$ cat config.mk
export PLATFORM = sky130hd
export DESIGN_NAME = annexb_to_length_prefixed_nal_unit
export DESIGN_NICKNAME = d
export VERILOG_FILES = /design/src/sv/ab2lp_pkg.sv /design/src/sv/annexb_to_length_prefixed_nal_unit.sv /design/src/sv/ab2lp_front.sv /design/src/sv/ab2lp_queue.sv /design/src/sv/ab2lp_back.sv /design/src/sv/ab2lp_emit.sv
export SDC_FILE = /design/constraint.sdc
export NUM_CORES = 1
export LEC_CHECK = 0
export ABC_CLOCK_PERIOD_IN_PS = 9400
export BUFFER_PORTS_ARGS = -buffer_cell sky130_fd_sc_hd__buf_4
export CELL_PAD_IN_SITES_DETAIL_PLACEMENT = 2
export CELL_PAD_IN_SITES_GLOBAL_PLACEMENT = 2
export CORE_MARGIN = 1.5
export CORE_UTILIZATION = 36
export DETAILED_ROUTE_END_ITERATION = 7
export PLACE_DENSITY_LB_ADDON = 0.15
export SYNTH_ARGS = -nofsm -noshare
export SYNTH_HDL_FRONTEND = slang
export SYNTH_SLANG_ARGS = --single-unit
$ cat constraint.sdc
create_clock -name clk -period 9.4 [get_ports clk]
set_input_delay 1.41 -clock clk [delete_from_list [all_inputs] [get_ports clk]]
set_output_delay 1.41 -clock clk [all_outputs]
set_load 0.005 [all_outputs]
$ cat src/sv/ab2lp_pkg.sv
// Shared types and constants for the Annex-B to length-prefixed converter.
// No dependencies; used by every module of the block.
package ab2lp_pkg;

  localparam int CNT_W        = 31;
  localparam int PREFIX_BYTES = 4;
  localparam int QUEUE_DEPTH  = 4;
  localparam int QPTR_W       = $clog2(QUEUE_DEPTH);

  localparam logic [7:0] BYTE_ZERO = 8'h00;
  localparam logic [7:0] BYTE_ONE  = 8'h01;
  localparam logic [7:0] BYTE_ESC  = 8'h03;

  // two zeros seen: start-code prefix in the scanner, escape window in the cleaner
  localparam logic [1:0] ZERO_PAIR = 2'd2;
  localparam logic [1:0] ZRUN_MAX  = 2'd3;

  localparam logic [CNT_W-1:0] CAP_RESET = 31'h7FFF_FFFF;

  typedef enum logic [1:0] {
    KIND_BYTE,
    KIND_LENGTH,
    KIND_OK,
    KIND_ERROR
  } kind_t;

  typedef enum logic [1:0] {
    SCAN_SEARCH,
    SCAN_AWAIT,
    SCAN_INSIDE
  } scan_state_t;

  typedef enum logic [1:0] {
    BK_RUN,
    BK_TAIL,
    BK_LENGTH,
    BK_DONE
  } bk_state_t;

  // Work for one input byte: commit 'zeros' zero bytes, then optionally
  // 'data', then optionally close the unit, then optionally finish the stream.
  typedef struct packed {
    logic [1:0] zeros;
    logic       has_byte;
    logic [7:0] data;
    logic       close;
    logic       done;
  } cmd_t;

  typedef struct packed {
    logic             valid;
    logic             cmd_end;
    kind_t            kind;
    logic [7:0]       data;
    logic [CNT_W-1:0] offset;
    logic [CNT_W-1:0] length;
    logic [CNT_W-1:0] total;
  } evt_t;

endpackage

$ cat src/sv/annexb_to_length_prefixed_nal_unit.sv
// Annex-B start-code stream to length-prefixed units with emulation prevention
// removal. One raw byte enters per cycle while the 4-entry command queue has
// room. The cleaning back end handles each committed byte as one step: a byte
// that releases held zeros (up to two) commits each zero as its own step first,
// an escape 03 followed by a byte above 03 needs an extra step, and a unit close
// or end of stream is a step of its own (the close needs an extra step when a
// trailing 03 is flushed). The queue absorbs these bursts. No clearing pass
// after reset.
// Top level; depends on ab2lp_pkg, ab2lp_front, ab2lp_queue, ab2lp_back, ab2lp_emit.
module annexb_to_length_prefixed_nal_unit import ab2lp_pkg::*; #(
  parameter int COUNT_BITS = 31
) (
  input  logic             clk,
  input  logic             rst,
  input  logic             src_valid,
  output logic             src_stall,
  input  logic [7:0]       data_byte,
  input  logic             end_of_stream,
  output logic             res_valid,
  input  logic             res_stall,
  output logic [1:0]       item_kind,
  output logic [7:0]       out_byte,
  output logic [CNT_W-1:0] out_offset,
  output logic [CNT_W-1:0] unit_length,
  output logic [CNT_W-1:0] total_written,
  output logic             last_of_run,
  input  logic             psel,
  input  logic             penable,
  input  logic             pwrite,
  input  logic [2:0]       paddr,
  input  logic [31:0]      pwdata,
  output logic [31:0]      prdata,
  output logic             pready
);

  localparam logic REG_OUTPUT_CAPACITY = 1'b0;

  logic [CNT_W-1:0] capacity;
  logic             cap_sel;
  logic             accept;
  cmd_t             cmd;
  logic             cmd_nonempty;
  logic             q_full;
  logic             head_valid;
  cmd_t             head;
  logic             pop;
  logic             advance;
  evt_t             evt;

  assign pready  = 1'b1;
  assign cap_sel = (paddr[2] == REG_OUTPUT_CAPACITY);
  assign prdata  = cap_sel ? {1'b0, capacity} : 32'd0;

  always_ff @(posedge clk) begin
    if (rst) begin
      capacity <= CAP_RESET;
    end else if (psel && penable && pwrite && pready && cap_sel) begin
      capacity <= pwdata[CNT_W-1:0];
    end
  end

  assign src_stall = q_full;
  assign accept    = src_valid && !q_full;

  ab2lp_front u_front (
    .clk          (clk),
    .rst          (rst),
    .accept       (accept),
    .data_byte    (data_byte),
    .end_of_stream(end_of_stream),
    .cmd          (cmd),
    .cmd_nonempty (cmd_nonempty)
  );

  ab2lp_queue u_queue (
    .clk       (clk),
    .rst       (rst),
    .push      (accept && cmd_nonempty),
    .push_cmd  (cmd),
    .pop       (pop),
    .full      (q_full),
    .head_valid(head_valid),
    .head      (head)
  );

  ab2lp_back #(
    .COUNT_BITS(COUNT_BITS)
  ) u_back (
    .clk       (clk),
    .rst       (rst),
    .head      (head),
    .head_valid(head_valid),
    .advance   (advance),
    .capacity  (capacity),
    .pop       (pop),
    .evt       (evt)
  );

  ab2lp_emit u_emit (
    .clk          (clk),
    .rst          (rst),
    .evt          (evt),
    .advance      (advance),
    .res_valid    (res_valid),
    .res_stall    (res_stall),
    .item_kind    (item_kind),
    .out_byte     (out_byte),
    .out_offset   (out_offset),
    .unit_length  (unit_length),
    .total_written(total_written),
    .last_of_run  (last_of_run)
  );

endmodule

$ cat src/sv/ab2lp_front.sv
// Front end: start-code scanner that turns each input byte into one command.
// Depends on ab2lp_pkg.
module ab2lp_front import ab2lp_pkg::*; (
  input  logic       clk,
  input  logic       rst,
  input  logic       accept,
  input  logic [7:0] data_byte,
  input  logic       end_of_stream,
  output cmd_t       cmd,
  output logic       cmd_nonempty
);

  scan_state_t scan_state, scan_state_next;
  logic [1:0]  hz, hz_next;

  always_ff @(posedge clk) begin
    if (rst) begin
      scan_state <= SCAN_SEARCH;
    end else if (accept) begin
      scan_state <= scan_state_next;
    end
  end

  always_ff @(posedge clk) begin
    if (rst) begin
      hz <= 2'd0;
    end else if (accept) begin
      hz <= hz_next;
    end
  end

  always_comb begin
    scan_state_next = scan_state;
    hz_next         = hz;
    cmd             = '0;
    cmd.data        = data_byte;
    cmd.done        = end_of_stream;
    unique case (scan_state)
      SCAN_SEARCH: begin
        if (data_byte == BYTE_ZERO) begin
          hz_next = (hz == ZERO_PAIR) ? ZERO_PAIR : hz + 2'd1;
        end else if (data_byte == BYTE_ONE && hz == ZERO_PAIR) begin
          scan_state_next = SCAN_AWAIT;
          hz_next         = 2'd0;
        end else begin
          hz_next = 2'd0;
        end
      end
      SCAN_AWAIT: begin
        // first unit byte is payload whatever its value
        cmd.has_byte    = 1'b1;
        cmd.close       = end_of_stream;
        scan_state_next = SCAN_INSIDE;
        hz_next         = 2'd0;
      end
      SCAN_INSIDE: begin
        if (data_byte == BYTE_ZERO) begin
          if (end_of_stream) begin
            // held zeros plus this one all flush at the end
            cmd.zeros = hz + 2'd1;
            cmd.close = 1'b1;
          end else if (hz == ZERO_PAIR) begin
            cmd.has_byte = 1'b1;
          end else begin
            hz_next = hz + 2'd1;
          end
        end else if (data_byte == BYTE_ONE && hz == ZERO_PAIR) begin
          cmd.close       = 1'b1;
          scan_state_next = SCAN_AWAIT;
          hz_next         = 2'd0;
        end else begin
          cmd.zeros    = hz;
          cmd.has_byte = 1'b1;
          cmd.close    = end_of_stream;
          hz_next      = 2'd0;
        end
      end
      default: begin
        scan_state_next = SCAN_SEARCH;
        hz_next         = 2'd0;
      end
    endcase
    if (end_of_stream) begin
      scan_state_next = SCAN_SEARCH;
      hz_next         = 2'd0;
    end
  end

  assign cmd_nonempty = (cmd.zeros != 2'd0) || cmd.has_byte || cmd.close || cmd.done;

endmodule

$ cat src/sv/ab2lp_queue.sv
// Short command queue between the scanner and the cleaner.
// Depends on ab2lp_pkg (cmd_t, QUEUE_DEPTH).
module ab2lp_queue import ab2lp_pkg::*; (
  input  logic clk,
  input  logic rst,
  input  logic push,
  input  cmd_t push_cmd,
  input  logic pop,
  output logic full,
  output logic head_valid,
  output cmd_t head
);

  cmd_t              entries [QUEUE_DEPTH];
  logic [QPTR_W-1:0] wr_ptr, rd_ptr;
  logic [QPTR_W:0]   count;

  always_ff @(posedge clk) begin
    if (rst) begin
      wr_ptr <= '0;
      rd_ptr <= '0;
      count  <= '0;
    end else begin
      if (push) begin
        wr_ptr <= wr_ptr + 1'b1;
      end
      if (pop) begin
        rd_ptr <= rd_ptr + 1'b1;
      end
      if (push && !pop) begin
        count <= count + 1'b1;
      end else if (pop && !push) begin
        count <= count - 1'b1;
      end
    end
  end

  always_ff @(posedge clk) begin
    if (push) begin
      entries[wr_ptr] <= push_cmd;
    end
  end

  assign full       = (count == (QPTR_W + 1)'(QUEUE_DEPTH));
  assign head_valid = (count != '0);
  assign head       = entries[rd_ptr];

endmodule

$ cat src/sv/ab2lp_back.sv
// Back end: escape removal, unit counters, capacity check and result generation.
// Executes one step of the head command per cycle while the result stage can advance. Depends on ab2lp_pkg.
module ab2lp_back import ab2lp_pkg::*; #(
  parameter int COUNT_BITS = 31
) (
  input  logic             clk,
  input  logic             rst,
  input  cmd_t             head,
  input  logic             head_valid,
  input  logic             advance,
  input  logic [CNT_W-1:0] capacity,
  output logic             pop,
  output evt_t             evt
);

  localparam int SUM_W = ((COUNT_BITS > CNT_W) ? COUNT_BITS : CNT_W) + 2;
  localparam logic [COUNT_BITS-1:0] RAW_MAX = {COUNT_BITS{1'b1}};

  bk_state_t             bk_state, bk_state_next;
  logic [1:0]            zcnt, zcnt_next;
  logic                  byte_taken, byte_taken_next;
  logic                  pending, pending_next;
  logic [1:0]            ezr, ezr_next;
  logic [COUNT_BITS-1:0] raw, raw_next;
  logic [COUNT_BITS-1:0] clean, clean_next;
  logic [CNT_W-1:0]      bw, bw_next;
  logic                  error, error_next;

  logic                  zero_op;
  logic [7:0]            commit_val;
  logic [1:0]            ezr_eff;
  logic [SUM_W-1:0]      need;
  logic                  err_commit;
  logic [CNT_W-1:0]      clean_w;
  logic [CNT_W-1:0]      clean_off;
  logic                  emit_en;
  logic [7:0]            emit_val;
  logic                  do_length;
  logic                  do_done;
  logic                  cmd_end;
  logic                  commit_op;

  assign zero_op    = (zcnt != head.zeros);
  assign commit_val = zero_op ? BYTE_ZERO : head.data;
  assign ezr_eff    = pending ? 2'd0 : ezr;
  // raw count after this commit, plus this unit's prefix, against capacity
  assign need       = SUM_W'(bw) + SUM_W'(raw) + SUM_W'(PREFIX_BYTES + 1);
  assign err_commit = error || (raw == RAW_MAX) || (need > SUM_W'(capacity));
  assign clean_w    = CNT_W'(clean);
  assign clean_off  = bw + clean_w + CNT_W'(PREFIX_BYTES);

  always_ff @(posedge clk) begin
    if (rst) begin
      bk_state <= BK_RUN;
    end else if (advance) begin
      bk_state <= bk_state_next;
    end
  end

  always_ff @(posedge clk) begin
    if (rst) begin
      zcnt       <= 2'd0;
      byte_taken <= 1'b0;
      pending    <= 1'b0;
      ezr        <= 2'd0;
      raw        <= '0;
      clean      <= '0;
      bw         <= '0;
      error      <= 1'b0;
    end else if (advance) begin
      zcnt       <= zcnt_next;
      byte_taken <= byte_taken_next;
      pending    <= pending_next;
      ezr        <= ezr_next;
      raw        <= raw_next;
      clean      <= clean_next;
      bw         <= bw_next;
      error      <= error_next;
    end
  end

  always_comb begin
    bk_state_next   = bk_state;
    zcnt_next       = zcnt;
    byte_taken_next = byte_taken;
    pending_next    = pending;
    ezr_next        = ezr;
    raw_next        = raw;
    clean_next      = clean;
    bw_next         = bw;
    error_next      = error;
    emit_en         = 1'b0;
    emit_val        = commit_val;
    do_length       = 1'b0;
    do_done         = 1'b0;
    cmd_end         = 1'b0;
    commit_op       = 1'b0;
    evt             = '0;

    unique case (bk_state)
      BK_RUN: begin
        if (head_valid) begin
          if (zero_op || (head.has_byte && !byte_taken)) begin
            commit_op  = 1'b1;
            raw_next   = (raw == RAW_MAX) ? raw : raw + 1'b1;
            error_next = err_commit;
            if (pending && commit_val > BYTE_ESC) begin
              // held 03 is real payload: emit it now, the byte from BK_TAIL
              pending_next  = 1'b0;
              ezr_next      = 2'd0;
              emit_en       = 1'b1;
              emit_val      = BYTE_ESC;
              bk_state_next = BK_TAIL;
            end else begin
              pending_next = 1'b0;
              if (ezr_eff == ZERO_PAIR && commit_val == BYTE_ESC) begin
                pending_next = 1'b1;
              end else begin
                emit_en  = 1'b1;
                ezr_next = (commit_val != BYTE_ZERO) ? 2'd0 :
                           (ezr_eff == ZRUN_MAX) ? ZRUN_MAX : ezr_eff + 2'd1;
              end
              if (zero_op) begin
                zcnt_next = zcnt + 2'd1;
                cmd_end   = (zcnt + 2'd1 == head.zeros) && !head.has_byte &&
                            !head.close && !head.done;
              end else begin
                byte_taken_next = 1'b1;
                cmd_end         = !head.close && !head.done;
              end
            end
          end else if (head.close) begin
            if (pending) begin
              // an 03 left at the end of a unit is kept
              pending_next  = 1'b0;
              emit_en       = 1'b1;
              emit_val      = BYTE_ESC;
              bk_state_next = BK_LENGTH;
            end else begin
              do_length = 1'b1;
              cmd_end   = !head.done;
              if (head.done) begin
                bk_state_next = BK_DONE;
              end
            end
          end else begin
            do_done = 1'b1;
            cmd_end = 1'b1;
          end
        end
      end
      BK_TAIL: begin
        emit_en         = 1'b1;
        emit_val        = head.data;
        ezr_next        = 2'd0;
        byte_taken_next = 1'b1;
        bk_state_next   = BK_RUN;
        cmd_end         = !head.close && !head.done;
      end
      BK_LENGTH: begin
        do_length     = 1'b1;
        cmd_end       = !head.done;
        bk_state_next = BK_DONE;
      end
      BK_DONE: begin
        do_done = 1'b1;
        cmd_end = 1'b1;
      end
      default: begin
        bk_state_next = BK_RUN;
      end
    endcase

    if (emit_en && !(commit_op ? err_commit : error)) begin
      evt.valid  = 1'b1;
      evt.kind   = KIND_BYTE;
      evt.data   = emit_val;
      evt.offset = clean_off;
      evt.total  = bw;
      clean_next = clean + 1'b1;
    end

    if (do_length) begin
      if (raw != '0 && !error) begin
        evt.valid  = 1'b1;
        evt.kind   = KIND_LENGTH;
        evt.offset = bw;
        evt.length = clean_w;
        evt.total  = clean_off;
        bw_next    = clean_off;
      end
      raw_next   = '0;
      clean_next = '0;
      ezr_next   = 2'd0;
    end

    if (do_done) begin
      evt.valid    = 1'b1;
      evt.kind     = (error || bw == '0) ? KIND_ERROR : KIND_OK;
      evt.total    = bw;
      raw_next     = '0;
      clean_next   = '0;
      bw_next      = '0;
      error_next   = 1'b0;
      pending_next = 1'b0;
      ezr_next     = 2'd0;
    end

    if (cmd_end) begin
      bk_state_next   = BK_RUN;
      zcnt_next       = 2'd0;
      byte_taken_next = 1'b0;
    end

    evt.cmd_end = cmd_end;
    pop         = cmd_end && advance;
  end

  // a held 03 only exists right after two cleaned zeros
  a_pending_run: assert property (@(posedge clk) disable iff (rst)
    pending |-> ezr == ZERO_PAIR)
    else $error("escape pending without a zero pair");

  // mid-command states need the command still at the queue head
  a_state_head: assert property (@(posedge clk) disable iff (rst)
    (bk_state != BK_RUN) |-> head_valid)
    else $error("back end mid-command with empty queue");

  a_clean_raw: assert property (@(posedge clk) disable iff (rst)
    clean <= raw)
    else $error("cleaned count exceeds raw count");

endmodule

$ cat src/sv/ab2lp_emit.sv
// Result stage: holds one result back to mark the last of each input byte,
// then drives the registered output channel. Depends on ab2lp_pkg.
module ab2lp_emit import ab2lp_pkg::*; (
  input  logic             clk,
  input  logic             rst,
  input  evt_t             evt,
  output logic             advance,
  output logic             res_valid,
  input  logic             res_stall,
  output logic [1:0]       item_kind,
  output logic [7:0]       out_byte,
  output logic [CNT_W-1:0] out_offset,
  output logic [CNT_W-1:0] unit_length,
  output logic [CNT_W-1:0] total_written,
  output logic             last_of_run
);

  evt_t hold;
  logic hold_valid;
  logic hold_last;
  logic out_free;
  logic push;

  assign out_free = !res_valid || !res_stall;
  assign advance  = !hold_valid || out_free;
  // the held result leaves once we know whether another result follows it
  assign push     = hold_valid && out_free && (hold_last || evt.valid || evt.cmd_end);

  always_ff @(posedge clk) begin
    if (rst) begin
      hold_valid <= 1'b0;
      hold_last  <= 1'b0;
      res_valid  <= 1'b0;
    end else begin
      if (out_free) begin
        res_valid <= push;
      end
      if (advance) begin
        if (evt.valid) begin
          hold_valid <= 1'b1;
          hold_last  <= evt.cmd_end;
        end else if (push) begin
          hold_valid <= 1'b0;
          hold_last  <= 1'b0;
        end
      end
    end
  end

  always_ff @(posedge clk) begin
    if (advance && evt.valid) begin
      hold <= evt;
    end
    if (push) begin
      item_kind     <= hold.kind;
      out_byte      <= hold.data;
      out_offset    <= hold.offset;
      unit_length   <= hold.length;
      total_written <= hold.total;
      last_of_run   <= hold_last || !evt.valid;
    end
  end

  a_hold_last: assert property (@(posedge clk) disable iff (rst)
    hold_last |-> hold_valid)
    else $error("last mark set on empty hold stage");

endmodule
==> results of run 1 <==
-- worst paths after layout --
kind,from,cells after the start,to
worst max-delay path,u_back.bw[0]$_SDFFE_PP0P_,26,u_emit.hold[20]$_DFFE_PP_
worst min-delay path,u_emit.hold[102]$_SDFFCE_PP1P_,0,u_emit.item_kind[1]$_DFFE_PP_
worst max register to register,u_back.bw[0]$_SDFFE_PP0P_,26,u_emit.hold[20]$_DFFE_PP_
worst min register to register,u_emit.hold[102]$_SDFFCE_PP1P_,0,u_emit.item_kind[1]$_DFFE_PP_
-- Yosys cell counts (4+ instances only) --
library cell,n,area (sq um)
edfxtp_1,259,7777
nor2_1,215,807.0
nand2_1,190,713.2
dfxtp_1,149,2983
ha_1,140,1752
a21oi_1,122,610.6
o21ai_0,99,495.5
inv_1,80,300.3
clkbuf_1,61,229.0
and2_1,59,369.1
xnor2_1,57,499.2
nand3_1,51,255.2
o211ai_1,48,360.4
xor2_1,42,367.9
nor3_1,38,190.2
a22o_1,34,297.8
a21o_1,31,232.7
a22oi_1,29,217.7
and3_1,29,181.4
nand4_1,28,175.2
or3_1,28,175.2
nor4_1,25,156.4
o31ai_1,21,157.7
buf_2,20,100.1
nand2b_1,18,112.6
nor2b_1,16,100.1
or4_1,16,120.1
o21a_1,14,105.1
mux4_2,13,292.8
a211oi_1,12,90.09
mux2i_1,11,110.1
nor3b_1,11,82.58
and4_1,10,87.58
a211o_1,9,78.83
a31oi_1,6,37.54
a2111oi_0,5,43.79
buf_1,5,18.77
nand3b_1,4,30.03
o211a_1,4,40.04
o21ai_1,4,20.02
o21bai_1,4,30.03
o22ai_1,4,25.02
o41ai_1,4,35.03
or2_2,4,25.02
-- routing by layer --
| metal | wire length (um) | part of all wire [%] | global-route usage [%] | vias to the layer above |
|---|---|---|---|---|
| li1 | - | - | - | 8126 |
| met1 | 29720 | 43 | 27.08 | 8583 |
| met2 | 36000 | 52 | 40.94 | 296 |
| met3 | 2061 | 3.0 | 2.612 | 82 |
| met4 | 1555 | 2.2 | 6.188 | 0 |
| met5 | 0 | 0 | 0 | - |
-- registers in the layout, summed over array words and instances (netlist names), 2 cells and up, named ones only --
name / flops
capacity: 31
u_back.bk_state: 2
u_back.bw: 31
u_back.clean: 31
u_back.ezr: 2
u_back.raw: 31
u_back.zcnt: 2
u_emit.hold: 103
u_emit.item_kind: 2
u_emit.out_byte: 8
u_emit.out_offset: 31
u_emit.total_written: 31
u_emit.unit_length: 31
u_front.hz: 2
u_front.scan_state: 2
u_queue.count: 3
u_queue.entries: 52
u_queue.rd_ptr: 2
u_queue.wr_ptr: 2
-- per-stage QoR --
stage | total power [uW] | setup WS [ns]
after floorplan | 3661 | 1.303
after global placement | 4311 | 2.037
after detailed placement | 4456 | 1.914
after CTS | 6316 | 1.859
after global routing | 6515 | 1.385
final | 6218 | 1.910
-- area by class of cell --
class / count / share of cell area (%)
Sequential cell: 408 / 42.18
Multi-Input combinational cell: 1531 / 40.67
Timing Repair Buffer: 205 / 6.130
Clock buffer: 60 / 4.835
Tap cell: 773 / 3.791
Clock inverter: 25 / 1.226
Inverter: 80 / 1.177
-- logic make-up after synthesis --
kind of cell,count (synthesis),share of synthesized area (%)
AOI/OAI and AO/OA,499,15.64
xor gates and xnor gates,101,4.132
adders and majority gates,143,8.321
buffers and inverters,171,3.184
DFF,408,49.42
muxes,25,1.902
other,2,0.03449
and+or+nand+nor,761,17.37
-- power by group --
part           switching, uW  leakage [uW]  internal (uW)
Sequential               186       0.00368           2600
Clock                    765      0.000746           1070
Combinational           1100       0.00575            493
-- worst max-delay path, stage by stage, from the launching register on --
cell      delay (ns)
dfxtp_1         0.40
ha_1            0.29
inv_1           0.08
fa_1            0.27
nor2b_4         0.06
o31a_4          0.33
o311a_1         0.41
a311oi_2        0.37
nand4_1         0.27
nor4_2          0.37
and2_0          0.35
nand4_1         0.15
xnor2_1         0.18
ha_1            0.30
a21o_1          0.16
a21o_1          0.17
a21oi_1         0.13
o21ai_0         0.09
a221oi_1        0.31
nor2_1          0.08
o221ai_1        0.38
nand3b_1        0.18
nor2_1          0.32
a21oi_4         0.10
buf_4           0.34
o22ai_4         0.89
a22o_1          0.31
==> results.py, run 1 <==
metrics = {
    "run_status": {
        "outcome": "finished clean",
    },
    "cells_and_area": {
        "nNetsFinal": 2466,
        "design_area_sq_mm": 0.02551,
        "insertedDiodeCount": 0,
        "ff_latch_area_sq_mm": 0.01076,
        "final_cells": 3082,
        "drive_gt1_share_pct": 14.12,
        "area_growth_pct": 17.18,
        "final_common_cell": "edfxtp_1",
        "fill_cells": 6248,
        "fin_util_pct": 42.99,
        "multi_input_area_sq_mm": 0.01038,
        "mostFrequentLayoutCells": "edfxtp_1 (259), nor2_1 (213), buf_4 (203), nand2_1 (190), dfxtp_1 (149)",
    },
    "global_route": {
        "grt_overflow": 0,
        "grt_pass1_vias": 18843,
        "antenna_found_initial": 0,
        "grt_max_degree": 79,
        "grt_pass1_wl_mm": 108.7,
        "track_usage_pct": 22.19,
    },
    "die": {
        "coreArea_sq_mm": 0.05935,
        "dieWidth_um": 248.9,
        "initial_core_util_pct": 36.68,
        "die_y_um": 248.9,
        "ios": 190,
        "fp.dieArea_sq_mm": 0.06196,
        "core.rowCount": 89,
    },
    "clock_network": {
        "cts_tree": "yes",
        "cts_buffers": 46,
        "cts.clk_slew.worst_paths_ns": 0.06,
        "cts_resized": 0,
        "htreeDepth": 2,
        "clkSinkCount": 408,
        "cts_max_path_buffers": 3,
        "cts-hold-fix-buffers": 0,
        "root_buffer": "clkbuf_16",
        "clk_latency_ns": 0.60,
        "post-cts-setup-buffers": 0,
    },
    "logic_synthesis": {
        "postSynth.asyncResetShare_pct": 0,
        "syn_area_sq_mm": 0.02177,
        "ys_seq_area_share_pct": 49.42,
        "syn_area_per_cell_sq_um": 10.32,
        "ys_warn_count": 0,
        "synth-seq-cells": 408,
        "ys.flop_type": "edfxtp_1",
        "yosysUniqueCellTypes": 95,
        "synth_nets": 2304,
        "synth_edf_count": 259,
        "syn_inst": 2110,
    },
    "sta": {
        "fin_tns_setup_ns": 0,
        "timing.fmax_mhz": 133.5,
        "min_period_over_period_pct": 79.68,
        "holdWs_ns": 0.4102,
        "setup_viol": 0,
        "finalClockSkew_ns": 0.02489,
        "relSlewSlack_pct": 18.95,
        "rsz0062_at_grt": "false",
        "hold_viol_final": 0,
        "drv_slew": 0,
        "tightest_slew_ns": 1.185,
        "fin_crit_ns": 7.490,
    },
    "route": {
        "drc": 0,
        "wl_mm": 69.34,
        "detail_route.wl_per_cell_um": 22.50,
        "num_vias": 17087,
        "drt_iter0_markers": 679,
        "final_antenna_net_count": 0,
        "vias_per_cell": 5.544,
        "first_pass_iters": 5,
    },
    "critical_path": {
        "end_kind": "flop",
        "critPathMaxFanout": 51,
        "path_class": "flop to flop",
        "rrSetupSlack_ns": 1.91,
        "critPathLaunchType": "flop",
        "critPathRequiredTime_ns": 9.84,
        "cp_data_arrival_time_ns": 7.93,
    },
    "placement": {
        "placed_area_sq_mm": 0.02397,
        "finalWeightedCongestion": 0.8616,
        "detailed_place_hpwl_mm": 52.09,
        "portBuffers": 184,
        "place_inst": 2997,
    },
    "job": {
        "drv_cap": 0,
    },
    "worst_hold_path": {
        "worst_hold_path_type": "flop to flop",
    },
    "power_and_ir_drop": {
        "p_leak_uw": 0.01017,
        "peakVddDrop_mv": 0.3574,
        "powerDensity_mw_per_mm2": 243.7,
    },
}
Note: power is estimated with default switching activity, not from simulation.
==> run 2, diff against run 1 <==
--- a/config.mk
+++ b/config.mk
@@ -5,12 +5,13 @@
 export SDC_FILE = /design/constraint.sdc
 export NUM_CORES = 1
 export LEC_CHECK = 0
-export ABC_CLOCK_PERIOD_IN_PS = 9400
+export ABC_AREA = 1
+export ABC_CLOCK_PERIOD_IN_PS = 6850
 export BUFFER_PORTS_ARGS = -buffer_cell sky130_fd_sc_hd__buf_4
 export CELL_PAD_IN_SITES_DETAIL_PLACEMENT = 2
 export CELL_PAD_IN_SITES_GLOBAL_PLACEMENT = 2
 export CORE_MARGIN = 1.5
-export CORE_UTILIZATION = 36
+export CORE_UTILIZATION = 33
 export DETAILED_ROUTE_END_ITERATION = 7
 export PLACE_DENSITY_LB_ADDON = 0.15
 export SYNTH_ARGS = -nofsm -noshare
==> constraint.sdc (replaced) <==
create_clock -name clk -period 6.85 [get_ports clk]
set_input_delay 1.0275 -clock clk [delete_from_list [all_inputs] [get_ports clk]]
set_output_delay 1.0275 -clock clk [all_outputs]
set_load 0.005 [all_outputs]
==> run 2 against run 1 <==
Against the previous run: non-clock buffer count increased by 6; clock-buffer cell count is 3 higher; cell area increased by 7.3%; hold slack improved by 0.0025 ns; clock skew shrank 0.0011 ns; setup slack lost 1.3 ns; sequential share of layout area fell by 2.9 points; first-iteration DRC count rose by 9.0%; synthesized area up 7.2%; largest cell class unchanged; highest routed layer unchanged.
==> results.py, run 2 <==
metrics = {
    "run_status": {
        "outcome": "finished clean",
    },
    "logic_synthesis": {
        "synth_top_area_share_pct": 33.33,
        "synth-seq-cells": 408,
        "ys_seq_area_share_pct": 46.11,
        "synth.area.top_cells": "edfxtp_1 (33%), dfxtp_1 (13%), nand2_1 (11%)",
        "syn_area_per_cell_sq_um": 8.416,
        "ys.flop_type": "edfxtp_1",
        "yosys.area.top_type": "edfxtp_1",
        "synth_edf_count": 259,
        "syn_inst": 2773,
        "postSynth.asyncResetShare_pct": 0,
        "ys_warn_count": 0,
        "synth_common_cells": "nand2_1 (655), inv_1 (392), nor2_1 (267)",
        "yosysMostFrequentCell": "nand2_1",
        "synth_nets": 2967,
        "syn_area_sq_mm": 0.02334,
        "yosysUniqueCellTypes": 61,
    },
    "sta": {
        "setup_viol": 0,
        "fin_crit_ns": 6.218,
        "drv_slew": 0,
        "min_period_over_period_pct": 90.78,
        "timing.fmax_mhz": 160.8,
        "hold_viol_final": 0,
        "tightest_slew_ns": 1.315,
        "relSlewSlack_pct": 12.16,
        "fin_tns_setup_ns": 0,
        "rsz0062_at_grt": "false",
        "finalClockSkew_ns": 0.02376,
        "worst_slack_ns": 0.6315,
    },
    "cells_and_area": {
        "largest_registers": "u_emit.hold: 103 flops, u_queue.entries: 52 flops",
        "area_growth_pct": 17.34,
        "mostFrequentLayoutCells": "nand2_1 (653), inv_1 (390), nor2_1 (266), edfxtp_1 (259), buf_4 (207)",
        "fin_util_pct": 39.11,
        "regMostFlops": "u_emit.hold",
        "drive_gt1_share_pct": 14.26,
        "ff_latch_area_sq_mm": 0.01076,
        "largest_reg_flops": 103,
        "nNetsFinal": 3163,
        "insertedDiodeCount": 0,
        "final_cells": 3948,
        "multi_input_area_sq_mm": 0.01070,
        "fill_cells": 7959,
        "final_common_cell": "nand2_1",
    },
    "global_route": {
        "grt_overflow": 0,
        "grt_pass1_vias": 22074,
        "grt_pass1_wl_mm": 126.0,
        "antenna_found_initial": 2,
        "track_usage_pct": 22.56,
        "grt_max_degree": 105,
    },
    "critical_path": {
        "r2r-end": "u_emit.unit_length[3]$_DFFE_PP_",
        "cpMostUsedCell": "nand2_1",
        "slowest_stage": "dfxtp_1",
        "cp_data_arrival_time_ns": 6.47,
        "reg2reg_from": "u_back.raw[0]$_SDFFE_PP0P_",
        "path_class": "flop to flop",
        "end_kind": "flop",
        "reg2regPathDepth": 35,
        "critPathMaxFanout": 44,
        "rrSetupSlack_ns": 0.63,
        "slowest_delay_ns": 0.39,
        "critPathRequiredTime_ns": 7.10,
        "critPathLaunchType": "flop",
    },
    "route": {
        "drt_iter0_markers": 740,
        "drc": 0,
        "num_vias": 19974,
        "vias_per_cell": 5.059,
        "first_pass_iters": 5,
        "final_antenna_net_count": 0,
        "wl_mm": 81.91,
        "detail_route.wl_per_cell_um": 20.75,
    },
    "job": {
        "drv_cap": 0,
    },
    "worst_hold_path": {
        "worst_hold_path_type": "flop to flop",
        "whs_path_depth": 0,
        "worstHoldEndpoint": "u_emit.unit_length[10]$_DFFE_PP_",
        "holdCritStartpoint": "u_emit.hold[41]$_SDFFCE_PN0P_",
    },
    "placement": {
        "pre_cts_ws_ns": 0.4341,
        "finalWeightedCongestion": 0.8785,
        "place_inst": 3859,
        "portBuffers": 184,
        "detailed_place_hpwl_mm": 64.41,
    },
    "clock_network": {
        "root_buffer": "clkbuf_16",
        "post-cts-setup-buffers": 0,
        "cts_resized": 0,
        "cts_buffers": 47,
        "cts-hold-fix-buffers": 0,
        "cts_tree": "yes",
        "clk_latency_ns": 0.59,
        "cts.clk_slew.worst_paths_ns": 0.06,
        "cts_max_path_buffers": 3,
        "htreeDepth": 2,
        "clkSinkCount": 408,
    },
    "die": {
        "dieWidth_um": 268.9,
        "initial_core_util_pct": 33.33,
        "core.rowCount": 97,
        "coreArea_sq_mm": 0.07003,
        "ios": 190,
        "fp.dieArea_sq_mm": 0.07232,
        "die_y_um": 268.9,
    },
    "power_and_ir_drop": {
        "powerDensity_mw_per_mm2": 362.3,
        "peakVddDrop_mv": 0.5770,
        "p_leak_uw": 0.01148,
        "finalPower_uw": 9923,
    },
}
run 2: cell types whose count changed after synthesis, moves of 36 or more:
cell / previous run / this run
xor2_1: 42 / 78
and2_1: 59 / 7
o21ai_0: 99 / 54
nand2_2: 0 / 37
inv_1: 80 / 392
nand2_1: 190 / 655
nor2_1: 215 / 267
nand3_1: 51 / 123
run 2: kinds of logic (layout without fill, tap and decap cells):
kind of cell | Yosys count | after routing | share of synthesized area [%]
adders and majority gates | 143 | 143 | 7.763
xor gates and xnor gates | 102 | 102 | 3.860
other | 2 | 2 | 0.03218
AOI/OAI and AO/OA | 350 | 350 | 9.747
and+or+nand+nor | 1292 | 1292 | 24.34
buffers and inverters | 476 | 711 | 8.149
DFF | 408 | 408 | 46.11
run 2: worst max path at each step:
stage / from / end / slack (ns) / cells after the start
finish: u_back.raw[0]$_SDFFE_PP0P_ / u_emit.unit_length[3]$_DFFE_PP_ / 0.63 / 35
detailed placement: u_back.bw[0]$_SDFFE_PP0P_ / u_emit.unit_length[1]$_DFFE_PP_ / 0.43 / 35
floorplan: u_back.bw[0]$_SDFFE_PP0P_ / u_emit.hold[0]$_DFFE_PP_ / 0.16 / 31
global route: u_back.raw[0]$_SDFFE_PP0P_ / u_emit.hold[4]$_DFFE_PP_ / 0.08 / 37
global placement: u_back.raw[0]$_SDFFE_PP0P_ / u_emit.unit_length[4]$_DFFE_PP_ / 0.59 / 34
CTS: u_back.raw[0]$_SDFFE_PP0P_ / u_emit.unit_length[3]$_DFFE_PP_ / 0.36 / 35
run 2: worst max-delay path, delay by kind of cell (launching register included):
kind | cells | cell delay (ns)
buffers and inverters | 6 | 0.80
flip-flops | 1 | 0.39
XOR/XNOR | 1 | 0.17
AND/OR/NAND/NOR | 25 | 3.51
adder cells (fa/ha/maj) | 3 | 0.91
run 2: cell type report:
type,instances,area share [%]
well taps,940,4.295
multi-input cells,1889,39.07
clock buffers,63,4.743
repair buffers,211,5.967
clock inverters,25,0.9549
flip-flops and latches,408,39.29
inverters,411,5.661
repair inverters,1,0.01828
run 2: metal layers:
metal / up-vias / track usage, % / share of wire [%]
li1: 9604 / - / -
met1: 10042 / 27.14 / 43
met2: 232 / 42.54 / 53
met3: 96 / 2.137 / 2.4
met4: 0 / 5.967 / 2.3
met5: - / 0 / 0
run 2: metrics by stage:
| stage | area, sq um | hold WS [ns] |
|---|---|---|
| after global routing | 27390 | 0.4249 |
| after detailed placement | 25810 | 0.4051 |
| final | 27390 | 0.4127 |
| after floorplan | 23340 | 0.4003 |
| after CTS | 27370 | 0.4131 |
| after global placement | 25810 | 0.4018 |
run 2: power breakdown:
group	switching, uW	total, uW	internal, uW
combinational	2450	3420	972
sequential	287	3960	3670
clock	1050	2550	1490
total	3790	9920	6130
